`config.mk`:
```
export PLATFORM = sky130hd
export DESIGN_NAME = lrm_score
export DESIGN_NICKNAME = d
export VERILOG_FILES = /design/src/hdl/largest_rectangle_in_mask_defines.svh /design/src/hdl/lrm_pkg.sv /design/src/hdl/lrm_score.sv
export SDC_FILE = /design/constraint.sdc
export NUM_CORES = 1
export LEC_CHECK = 0
export ABC_AREA = 1
export BUFFER_PORTS_ARGS = -buffer_cell sky130_fd_sc_hd__buf_4
export CELL_PAD_IN_SITES_DETAIL_PLACEMENT = 1
export CELL_PAD_IN_SITES_GLOBAL_PLACEMENT = 1
export CORE_UTILIZATION = 36
export CTS_BUF_LIST = sky130_fd_sc_hd__clkbuf_8
export CTS_CLUSTER_DIAMETER = 60
export CTS_CLUSTER_SIZE = 12
export DETAILED_ROUTE_END_ITERATION = 10
export GPL_TIMING_DRIVEN = 0
export PLACE_DENSITY_LB_ADDON = 0.1
export SETUP_SLACK_MARGIN = 0.5
export SYNTH_ARGS = -nofsm -noshare
export SYNTH_HDL_FRONTEND = slang
export SYNTH_SLANG_ARGS = --single-unit
```
`constraint.sdc`:
```
create_clock -name aclk -period 9.2 [get_ports aclk]
set_input_delay 1.38 -clock aclk [delete_from_list [all_inputs] [get_ports aclk]]
set_output_delay 1.38 -clock aclk [all_outputs]
set_load 0.02 [all_outputs]
```
`src/hdl/largest_rectangle_in_mask_defines.svh`:
```
// Assertion macros used by the largest-rectangle top level.
`ifndef LARGEST_RECTANGLE_IN_MASK_DEFINES_SVH
`define LARGEST_RECTANGLE_IN_MASK_DEFINES_SVH

// Same-cycle implication, clocked on aclk and off while aresetn is low.
`define LRM_ASSERT_NOW(lbl, ante, cons, msg) \
    lbl: assert property (@(posedge aclk) disable iff (!aresetn) (ante) |-> (cons)) \
        else $error(msg);

// Next-cycle implication, clocked on aclk and off while aresetn is low.
`define LRM_ASSERT_NEXT(lbl, ante, cons, msg) \
    lbl: assert property (@(posedge aclk) disable iff (!aresetn) (ante) |=> (cons)) \
        else $error(msg);

`endif

```
`src/hdl/lrm_pkg.sv`:
```
// Types, constants and codes shared by the largest-rectangle block.
`default_nettype none

package lrm_pkg;

    localparam int MAX_COLS  = 1024;
    localparam int MAX_ROWS  = 1024;
    localparam int COL_W     = $clog2(MAX_COLS);
    localparam int CNT_W     = $clog2(MAX_COLS + 1);
    localparam int ROW_W     = $clog2(MAX_ROWS);
    localparam int H_W       = $clog2(MAX_ROWS + 1);
    localparam int AREA_W    = 21;
    localparam int CFG_W     = 11;
    localparam int CFG_IDX_W = 1;

    // Register indexes of the configuration port.
    localparam logic [CFG_IDX_W-1:0] CFG_ROW_WIDTH = 1'b0;
    localparam logic [CFG_IDX_W-1:0] CFG_MIN_SIDE  = 1'b1;

    localparam logic [CFG_W-1:0] ROW_WIDTH_RST = CFG_W'(1024);
    localparam logic [CFG_W-1:0] MIN_SIDE_RST  = CFG_W'(1);

    typedef struct packed {
        logic usable;
        logic last_cell;
    } in_beat_t;

    typedef struct packed {
        logic              found;
        logic [AREA_W-1:0] best_area;
        logic [9:0]        left_col;
        logic [9:0]        right_col;
        logic [9:0]        top_row;
        logic [9:0]        bottom_row;
    } out_beat_t;

    // One column stack entry: the column and its bar height.
    typedef struct packed {
        logic [COL_W-1:0] col;
        logic [H_W-1:0]   h;
    } stk_entry_t;

    typedef struct packed {
        logic rd;
        logic wr;
        logic clear;
    } hist_ctrl_t;

    typedef struct packed {
        logic push;
        logic rd;
        logic pop;
        logic clear;
    } stk_ctrl_t;

    typedef struct packed {
        logic mul;
        logic commit;
        logic clear;
    } score_ctrl_t;

    typedef enum logic [2:0] {
        ST_CLEAR,
        ST_IDLE,
        ST_HREAD,
        ST_HCALC,
        ST_POP_TEST,
        ST_POP_MUL,
        ST_POP_CMP,
        ST_EMIT
    } state_t;

    // What the sequencer does once the pop loop has finished.
    typedef enum logic [1:0] {
        CONT_TAKE,
        CONT_PUSH,
        CONT_ROW,
        CONT_LAST
    } cont_t;

endpackage

`default_nettype wire

```
`src/hdl/lrm_score.sv`:
```
// Shared scoring unit: span width, area product and best-rectangle update.
`default_nettype none

module lrm_score import lrm_pkg::*; (
    input  wire               aclk,
    input  wire               aresetn,
    input  wire score_ctrl_t  ctrl,
    input  wire [H_W-1:0]     bar_h,
    input  wire stk_entry_t   below,
    input  wire               has_below,
    input  wire [CNT_W-1:0]   end_col,
    input  wire [ROW_W-1:0]   row_idx,
    input  wire [CFG_W-1:0]   min_side,
    output out_beat_t         best
);

    logic [CNT_W-1:0]       left;
    logic [CNT_W-1:0]       span;
    logic [H_W+CNT_W-1:0]   prod;
    logic [AREA_W-1:0]      area_reg;
    logic [CNT_W-1:0]       span_reg;
    logic [COL_W-1:0]       left_reg;
    logic [H_W-1:0]         h_reg;
    logic [CNT_W-1:0]       endc_reg;
    logic [CNT_W-1:0]       row_p1;
    logic [CNT_W-1:0]       top_calc;
    logic [CNT_W-1:0]       right_calc;
    logic                   hit;

    logic [AREA_W-1:0]      best_area_reg;
    logic [COL_W-1:0]       best_left_reg;
    logic [COL_W-1:0]       best_right_reg;
    logic [ROW_W-1:0]       best_top_reg;
    logic [ROW_W-1:0]       best_bottom_reg;

    // The span runs from just after the bar below up to the closing column.
    always_comb begin
        left = has_below ? (CNT_W'(below.col) + CNT_W'(1)) : '0;
        span = (end_col >= left) ? (end_col - left) : '0;
        prod = bar_h * span;
    end

    // Product stage.
    always_ff @(posedge aclk) begin
        if (ctrl.mul) begin
            area_reg <= prod[AREA_W-1:0];
            span_reg <= span;
            left_reg <= left[COL_W-1:0];
            h_reg    <= bar_h;
            endc_reg <= end_col;
        end
    end

    // Compare stage; a tie keeps the earlier rectangle.
    always_comb begin
        row_p1     = CNT_W'(row_idx) + CNT_W'(1);
        top_calc   = (row_p1 >= CNT_W'(h_reg)) ? (row_p1 - CNT_W'(h_reg)) : '0;
        right_calc = endc_reg - CNT_W'(1);
        hit        = (h_reg >= H_W'(min_side)) && (span_reg >= CNT_W'(min_side))
                     && (area_reg > best_area_reg) && (endc_reg != '0);
    end

    always_ff @(posedge aclk) begin
        if (!aresetn || ctrl.clear) begin
            best_area_reg   <= '0;
            best_left_reg   <= '0;
            best_right_reg  <= '0;
            best_top_reg    <= '0;
            best_bottom_reg <= '0;
        end else if (ctrl.commit && hit) begin
            best_area_reg   <= area_reg;
            best_left_reg   <= left_reg;
            best_right_reg  <= right_calc[COL_W-1:0];
            best_top_reg    <= top_calc[ROW_W-1:0];
            best_bottom_reg <= row_idx;
        end
    end

    always_comb begin
        best.found      = (best_area_reg != '0);
        best.best_area  = best_area_reg;
        best.left_col   = 10'(best_left_reg);
        best.right_col  = 10'(best_right_reg);
        best.top_row    = 10'(best_top_reg);
        best.bottom_row = 10'(best_bottom_reg);
    end

endmodule

`default_nettype wire

```
==> impl_metrics.yaml, run 1 <==
synthesis:
  post-synth-top-area-fraction_pct: 16.7
  synthesis.nets: 1760
  post_synth_inst_count: 1482
  yosys.area.top_type: "edfxtp_1"
  synthAdderAreaFrac_pct: 27.9
  syn_area_per_cell_um2: 7.75
  combinational_family_with_the_most_area_after_synthesis: "adder cells"
  synth-xor-area-share_pct: 2.97
  synth.distinct_cells: 39
  synth-warning-count: 0
  sequential_fraction_of_the_synthesis_area_pct: 27.4
  synth_mux_area_share_pct: 0
  synth_compound_gate_area_share_pct: 4.22
  simple_gate_portion_of_the_synthesized_area_pct: 26.8
  synth_top_cells_by_area: "edfxtp_1, fa_1, ha_1, dfxtp_1, nand2_1"
  post_synth_instance_area_um2: 11500
  synth_seq_cells: 125
outcome:
  status: "completed"
routing:
  routed_via_density: 4.76
  drcViolationCount: 0
  wl_per_cell_um: 16.1
  routed_wl_um: 32900
  number_of_optimization_iterations_in_the_first_detailed_route_pass: 4
  drt_iter0_markers: 366
  via_count: 9728
  final_antenna_net_count: 0
setup_path:
  critPathArrivalTime_ns: 8.42
  cp-end-kind: "flop"
  slowest_stage_delay_on_critical_path_ns: 0.58
  crit_path_max_fanout: 9
  critPathKind: "primary input to flop"
  worstSetupStartpointType: "primary input"
  r2r-start: "best_area_reg[20]"
  cpMostUsedCell: "nand2_1"
  slowest_cell_on_the_critical_path: "fa_1"
  worst_setup_path_startpoint: "below[11]"
  worstPathRequired_ns: 9.41
clocking:
  cts_num_sinks: 125
  cts-root-to-sink-buffers: 2
  tritoncts: "built"
  clk_transition_reported_paths_ns: 0.10
  clockRootBuffer: "clkbuf_8"
  tritoncts.num_buffers: 17
  clock_latency_on_the_worst_skew_pair_ns: 0.46
  cts.htree.levels: 4
floorplanning:
  core_region_area_um2: 31500
  ios: 132
  placement_rows: 65
  die_x_um: 181
  dieArea_um2: 32600
  start_util_pct: 36.5
  die_h_um: 181
sta:
  fmaxAchievable_mhz: 122
  finClkSkew_ns: 0.0217
  timing.final.max_slew_violations: 0
  tightestPinTransition_ns: 1.16
  fin_setup_tns_ns: 0
  final.period_utilization_pct: 89.3
  report.final.setup_viol: 0
  rsz_0062_raised_after_global_routing: "true"
  slew_headroom_pct: 22.5
  fin_ws_ns: 0.987
  final_period_minus_worst_setup_slack_ns: 8.21
  hold_viol: 0
global_route:
  globalRoute.totalOverflow: 0
  number_of_global_route_vias_before_repair: 10600
  global_route_wire_length_before_repair_um: 55200
  grtUsageMet2_pct: 38.8
  busiest_layer: "met2"
  number_of_antenna_violations_at_the_first_check_in_global_routing: 0
  grt_max_degree: 65
  global_route.usage.total_pct: 21.5
  global_route.usage.met3_pct: 2.65
  global_routing_usage_on_met1_pct: 27.1
place:
  port-buffer-count: 120
  routabilityCongestion: 0.807
  dp_worst_setup_slack_ns: -0.124
  hpwlAfterDp_um: 27500
finish:
  layout.cells.most_common: "nand2_1"
  final_cell_mix: "nand2_1, inv_1, nor2_1"
  layout.filler_cells: 3938
  drive_above_1_share_pct: 13.4
  num_antenna_cells: 0
  ff_latch_area_um2: 3140
  syn2layout_area_growth_pct: 17.2
  finalNetCount: 1908
  multi_input_comb_area_um2: 7170
power:
  powerDensity_nw_per_um2: 280
  leakage_nw: 6.70
  power.ir.vdd_worst_mv: 0.310
  power.total_w: 0.00377
run:
  max-cap-violations: 0
worst_hold_path:
  hold_path.startpoint: "best_top_reg[6]"
  hold_path.class: "flop to flop"
[cells in the mapped netlist]
| master | count |
|---|---|
| nand2_1 | 320 |
| inv_1 | 277 |
| nor2_1 | 238 |
| ha_1 | 127 |
| fa_1 | 81 |
| edfxtp_1 | 64 |
| dfxtp_1 | 61 |
| a21oi_1 | 53 |
| nand3_1 | 50 |
| nand3b_1 | 41 |
| xor2_1 | 26 |
| o21ai_0 | 15 |
| nand4_1 | 14 |
| nand3_2 | 13 |
| nor3_1 | 13 |
| xnor2_1 | 13 |
| buf_2 | 9 |
| buf_1 | 8 |
| a21o_1 | 7 |
| clkinv_1 | 7 |
| clkbuf_1 | 5 |
| inv_2 | 5 |
| nor2_4 | 4 |
| o21bai_1 | 4 |
| a31oi_1 | 3 |
| and2_1 | 3 |
| buf_6 | 3 |
| nor2_2 | 3 |
| or2_2 | 3 |
| a21boi_0 | 2 |
| buf_4 | 2 |
| a221oi_1 | 1 |
| nand2_2 | 1 |
| nand4_2 | 1 |
| nand4_4 | 1 |
| nor4_1 | 1 |
| o211ai_1 | 1 |
| o21ai_1 | 1 |
| o31ai_1 | 1 |
[through the flow]
stage | instances | hold WS (ns) | utilization, % | instance area, µm²
after detailed placement | 2004 | 0.454 | 41.0 | 12900
after CTS | 2036 | 0.467 | 42.4 | 13400
after floorplan | 1482 | 0.517 | - | 11500
final | 2045 | 0.464 | 42.8 | 13500
after global placement | 2004 | 0.450 | 41.0 | 12900
after global routing | 2045 | 0.493 | 42.8 | 13500
[final cells by class]
| type | instances | area share [%] |
|---|---|---|
| multi-input cells | 1041 | 53.2 |
| flip-flops and latches | 125 | 23.3 |
| inverters | 289 | 8.17 |
| repair buffers | 129 | 7.19 |
| well taps | 402 | 3.73 |
| clock buffers | 17 | 1.74 |
| clock inverters | 15 | 1.57 |
| plain buffers | 27 | 1.06 |
[cell families after synthesis]
group / after synthesis
and+or+nand+nor: 706
xor gates and xnor gates: 39
adders and majority gates: 208
DFF: 125
AOI/OAI and AO/OA: 88
buffers and inverters: 316
[worst max-delay path, delay by kind of cell]
family,cells,cell delay (ns)
compound gates,2,0.41
simple gates,18,2.29
xor+xnor,1,0.08
buf+inv,8,0.77
fa+ha+maj,8,3.45
[where the power goes]
part           leakage [nW]  switching [W]  internal [W]
registers              1.12      0.0000475      0.000750
logic                  5.36        0.00151      0.000896
clock network         0.221       0.000261      0.000301
total                  6.70        0.00182       0.00195
[per-layer routing]
| metal | vias to the layer above | routed length (µm) | part of all wire, % |
|---|---|---|---|
| li1 | 4902 | - | - |
| met4 | 0 | 425 | 1.3 |
| met1 | 4691 | 15100 | 46 |
| met3 | 25 | 738 | 2.2 |
| met5 | - | 0 | 0 |
| met2 | 110 | 16600 | 51 |
[worst paths after layout]
check                       endpoint  slack, ns  cells past startpoint
setup / recovery        area_reg[14]       0.99                     37
hold / removal       best_top_reg[6]       0.46                      2
setup reg to reg  best_bottom_reg[8]       6.59                     14
hold reg to reg      best_top_reg[6]       0.46                      2
[repair_timing]
item	4_1_cts	5_1_grt
setup buffers	0	9
gates resized for setup	2	17
hold buffers	0	0
pin swaps	0	5
setup endpoints to repair	1	11
(Power assumes the default switching activity.)
==> inputs of run 2 (changes only) <==
--- a/config.mk
+++ b/config.mk
@@ -5,13 +5,12 @@
 export SDC_FILE = /design/constraint.sdc
 export NUM_CORES = 1
 export LEC_CHECK = 0
-export ABC_AREA = 1
 export BUFFER_PORTS_ARGS = -buffer_cell sky130_fd_sc_hd__buf_4
 export CELL_PAD_IN_SITES_DETAIL_PLACEMENT = 1
 export CELL_PAD_IN_SITES_GLOBAL_PLACEMENT = 1
 export CORE_UTILIZATION = 36
 export CTS_BUF_LIST = sky130_fd_sc_hd__clkbuf_8
-export CTS_CLUSTER_DIAMETER = 60
+export CTS_CLUSTER_DIAMETER = 150
 export CTS_CLUSTER_SIZE = 12
 export DETAILED_ROUTE_END_ITERATION = 10
 export GPL_TIMING_DRIVEN = 0
==> run 2 against run 1 <==
Setup slack worse by 0.16 ns. Critical path type unchanged. Power down 9.1%. Non-clock buffer count rose by 9. Global-route usage decreased by 2.6 points. Register-to-register slack lost 0.24 ns. Synthesized area down 7.0%.
==> impl_metrics.yaml, run 2 <==
global_route:
  number_of_global_route_vias_before_repair: 8039
  global_route_wire_length_before_repair_um: 44300
  grt_max_degree: 65
  globalRoute.totalOverflow: 0
  number_of_antenna_violations_at_the_first_check_in_global_routing: 0
  global_route.usage.total_pct: 18.9
floorplanning:
  die_x_um: 174
  placement_rows: 62
  core_region_area_um2: 28900
  start_util_pct: 36.9
  dieArea_um2: 30400
  ios: 132
  die_h_um: 174
finish:
  finalCoreUtilization_pct: 43.9
  finalNetCount: 1536
  final_cell_mix: "inv_1, buf_4, ha_1"
  layout.filler_cells: 3368
  final-instance-count-excl-fill: 1656
  drive_above_1_share_pct: 16.1
  syn2layout_area_growth_pct: 18.8
  layout.cells.most_common: "inv_1"
sta:
  fmaxAchievable_mhz: 119
  finClkSkew_ns: 0.0205
  hold_viol: 0
  final.period_utilization_pct: 91.1
  report.final.setup_viol: 0
  timing.final.max_slew_violations: 0
  slew_headroom_pct: 41.6
  tightestPinTransition_ns: 0.876
  rsz_0062_raised_after_global_routing: "true"
  hold_ws_ns: 0.461
  final_period_minus_worst_setup_slack_ns: 8.38
routing:
  routed_wl_um: 28200
  via_count: 8068
  wl_per_cell_um: 17.0
  routedLengthMet1_um: 14000
  drcViolationCount: 0
  wl_met2_um: 13200
  top_layer: "met4"
  route.met3.wl_um: 749
  drt_iter0_markers: 257
  routed_via_density: 4.87
  final_antenna_net_count: 0
  number_of_optimization_iterations_in_the_first_detailed_route_pass: 5
synthesis:
  sequential_fraction_of_the_synthesis_area_pct: 29.4
  synthesis.nets: 1390
  synth_most_common_cell: "inv_1"
  synth_top_cells_by_area: "edfxtp_1, fa_1, ha_1, dfxtp_1, inv_1"
  post_synth_instance_area_um2: 10700
  post_synth_inst_count: 1112
  syn_area_per_cell_um2: 9.61
  synth-edff-count: 64
  post-synth-top-area-fraction_pct: 18.0
  synth_top_cells_by_count: "inv_1, ha_1, nor2_1"
  ys_dominant_reg_cell: "edfxtp_1"
  synth_seq_cells: 125
  synth.distinct_cells: 58
  yosys.area.top_type: "edfxtp_1"
  synth-warning-count: 0
  synthArstFlopShare_pct: 0
setup_path:
  slowest_cell_on_the_critical_path: "or4_4"
  path_buf_inv: 8
  crit_path_max_fanout: 10
  r2r_end: "best_area_reg[2]"
  critPathKind: "primary input to flop"
  r2r_cells: 12
  r2r-start: "best_area_reg[6]"
  regToRegSetupSlack_ns: 6.35
  worstSetupStartpointType: "primary input"
  slowest_stage_delay_on_critical_path_ns: 0.57
  cp-end-kind: "flop"
  worstPathRequired_ns: 9.37
  cp_num_cells: 32
  cpMostUsedCell: "inv_1"
  critPathArrivalTime_ns: 8.55
  cp_top_family: "adder cells"
worst_hold_path:
  hold_path.class: "flop to flop"
  hold_path_depth: 2
  hold-path-endpoint: "best_right_reg[1]"
  hold_path.startpoint: "best_right_reg[1]"
clocking:
  clock_latency_on_the_worst_skew_pair_ns: 0.45
  clockRootBuffer: "clkbuf_8"
  cts.htree.levels: 4
  cts_num_sinks: 125
  clk_transition_reported_paths_ns: 0.08
  tritoncts: "built"
  tritoncts.num_buffers: 17
  cts-root-to-sink-buffers: 2
power:
  powerDensity_nw_per_um2: 269
  leakage_nw: 6.21
  power.ir.vdd_worst_mv: 0.250
run:
  max-cap-violations: 0
place:
  dpl.cell_count: 1616
  routabilityCongestion: 0.808
  hpwlAfterDp_um: 23400
  port-buffer-count: 120
outcome:
  status: "completed"
-- run 2: what timing repair did --
item / 4_1_cts / 5_1_grt
cloned: 0 / 0
gates resized for setup: 11 / 34
setup buffers: 0 / 7
endpoints found under the setup margin: 1 / 4
hold buffers: 0 / 0
hold endpoints to repair: 0 / 0
pin swaps: 2 / 8
-- run 2: worst min-delay path, delay by kind of cell (launching register included) --
family	cells	cell delay (ns)
DFF	1	0.32
and+or+nand+nor	1	0.05
AOI/OAI and AO/OA	1	0.05
-- run 2: area by class of cell --
cell class              count  area [µm²]  area share (%)
clock buffers              18         248            1.95
inverters                 175         657            5.17
flip-flops and latches    125        3140            24.7
diodes                      1        2.50          0.0197
plain buffers              38         253            1.99
well taps                 384         480            3.78
clock inverters            14         169            1.33
repair buffers            127         953            7.51
multi-input cells         774        6800            53.5
-- run 2: metal layers --
metal	vias to the layer above	global-route usage, %
met2	109	30.3
met1	3992	27.2
met4	0	4.02
li1	3953	-
met3	14	2.19
met5	-	0
-- run 2: worst max path at each step --
stage	start	end	slack (ns)
6_report	below[11]	area_reg[20]	0.82
3_5_place_dp	below[11]	area_reg[20]	-0.32
3_3_place_gp	below[11]	area_reg[20]	-0.33
5_1_grt	below[11]	area_reg[20]	0.48
4_1_cts	below[11]	area_reg[20]	0.51
2_1_floorplan	below[11]	area_reg[20]	0.82
-- run 2: per-stage QoR --
stage	setup TNS [ns]	area, µm²	total power (W)	worst slack (ns)
3_3_place_gp	-0.331	12100	0.00284	-0.331
2_1_floorplan	0	10700	0.00231	0.825
6_report	0	12700	0.00342	0.822
5_1_grt	0	12700	0.00377	0.475
3_5_place_dp	-0.325	12100	0.00286	-0.325
4_1_cts	0	12500	0.00342	0.513
-- run 2: report_power, final --
part / total (W) / internal [W] / switching [W]
clock: 0.000526 / 0.000258 / 0.000268
sequential: 0.000792 / 0.000741 / 0.0000509
combinational: 0.00210 / 0.000914 / 0.00119
total: 0.00342 / 0.00191 / 0.00151
-- run 2: logic make-up (layout without fill, tap and decap cells) --
| logic type | count (synthesis) | in the layout | synth area share (%) |
|---|---|---|---|
| simple gates | 348 | 348 | 16.2 |
| buf+inv | 213 | 372 | 8.04 |
| fa+ha+maj | 208 | 208 | 30.0 |
| flops | 125 | 125 | 29.4 |
| compound gates | 111 | 111 | 6.78 |
| xor+xnor | 57 | 57 | 4.80 |
| mux | 50 | 50 | 4.68 |
| other cells | 0 | 1 | 0 |
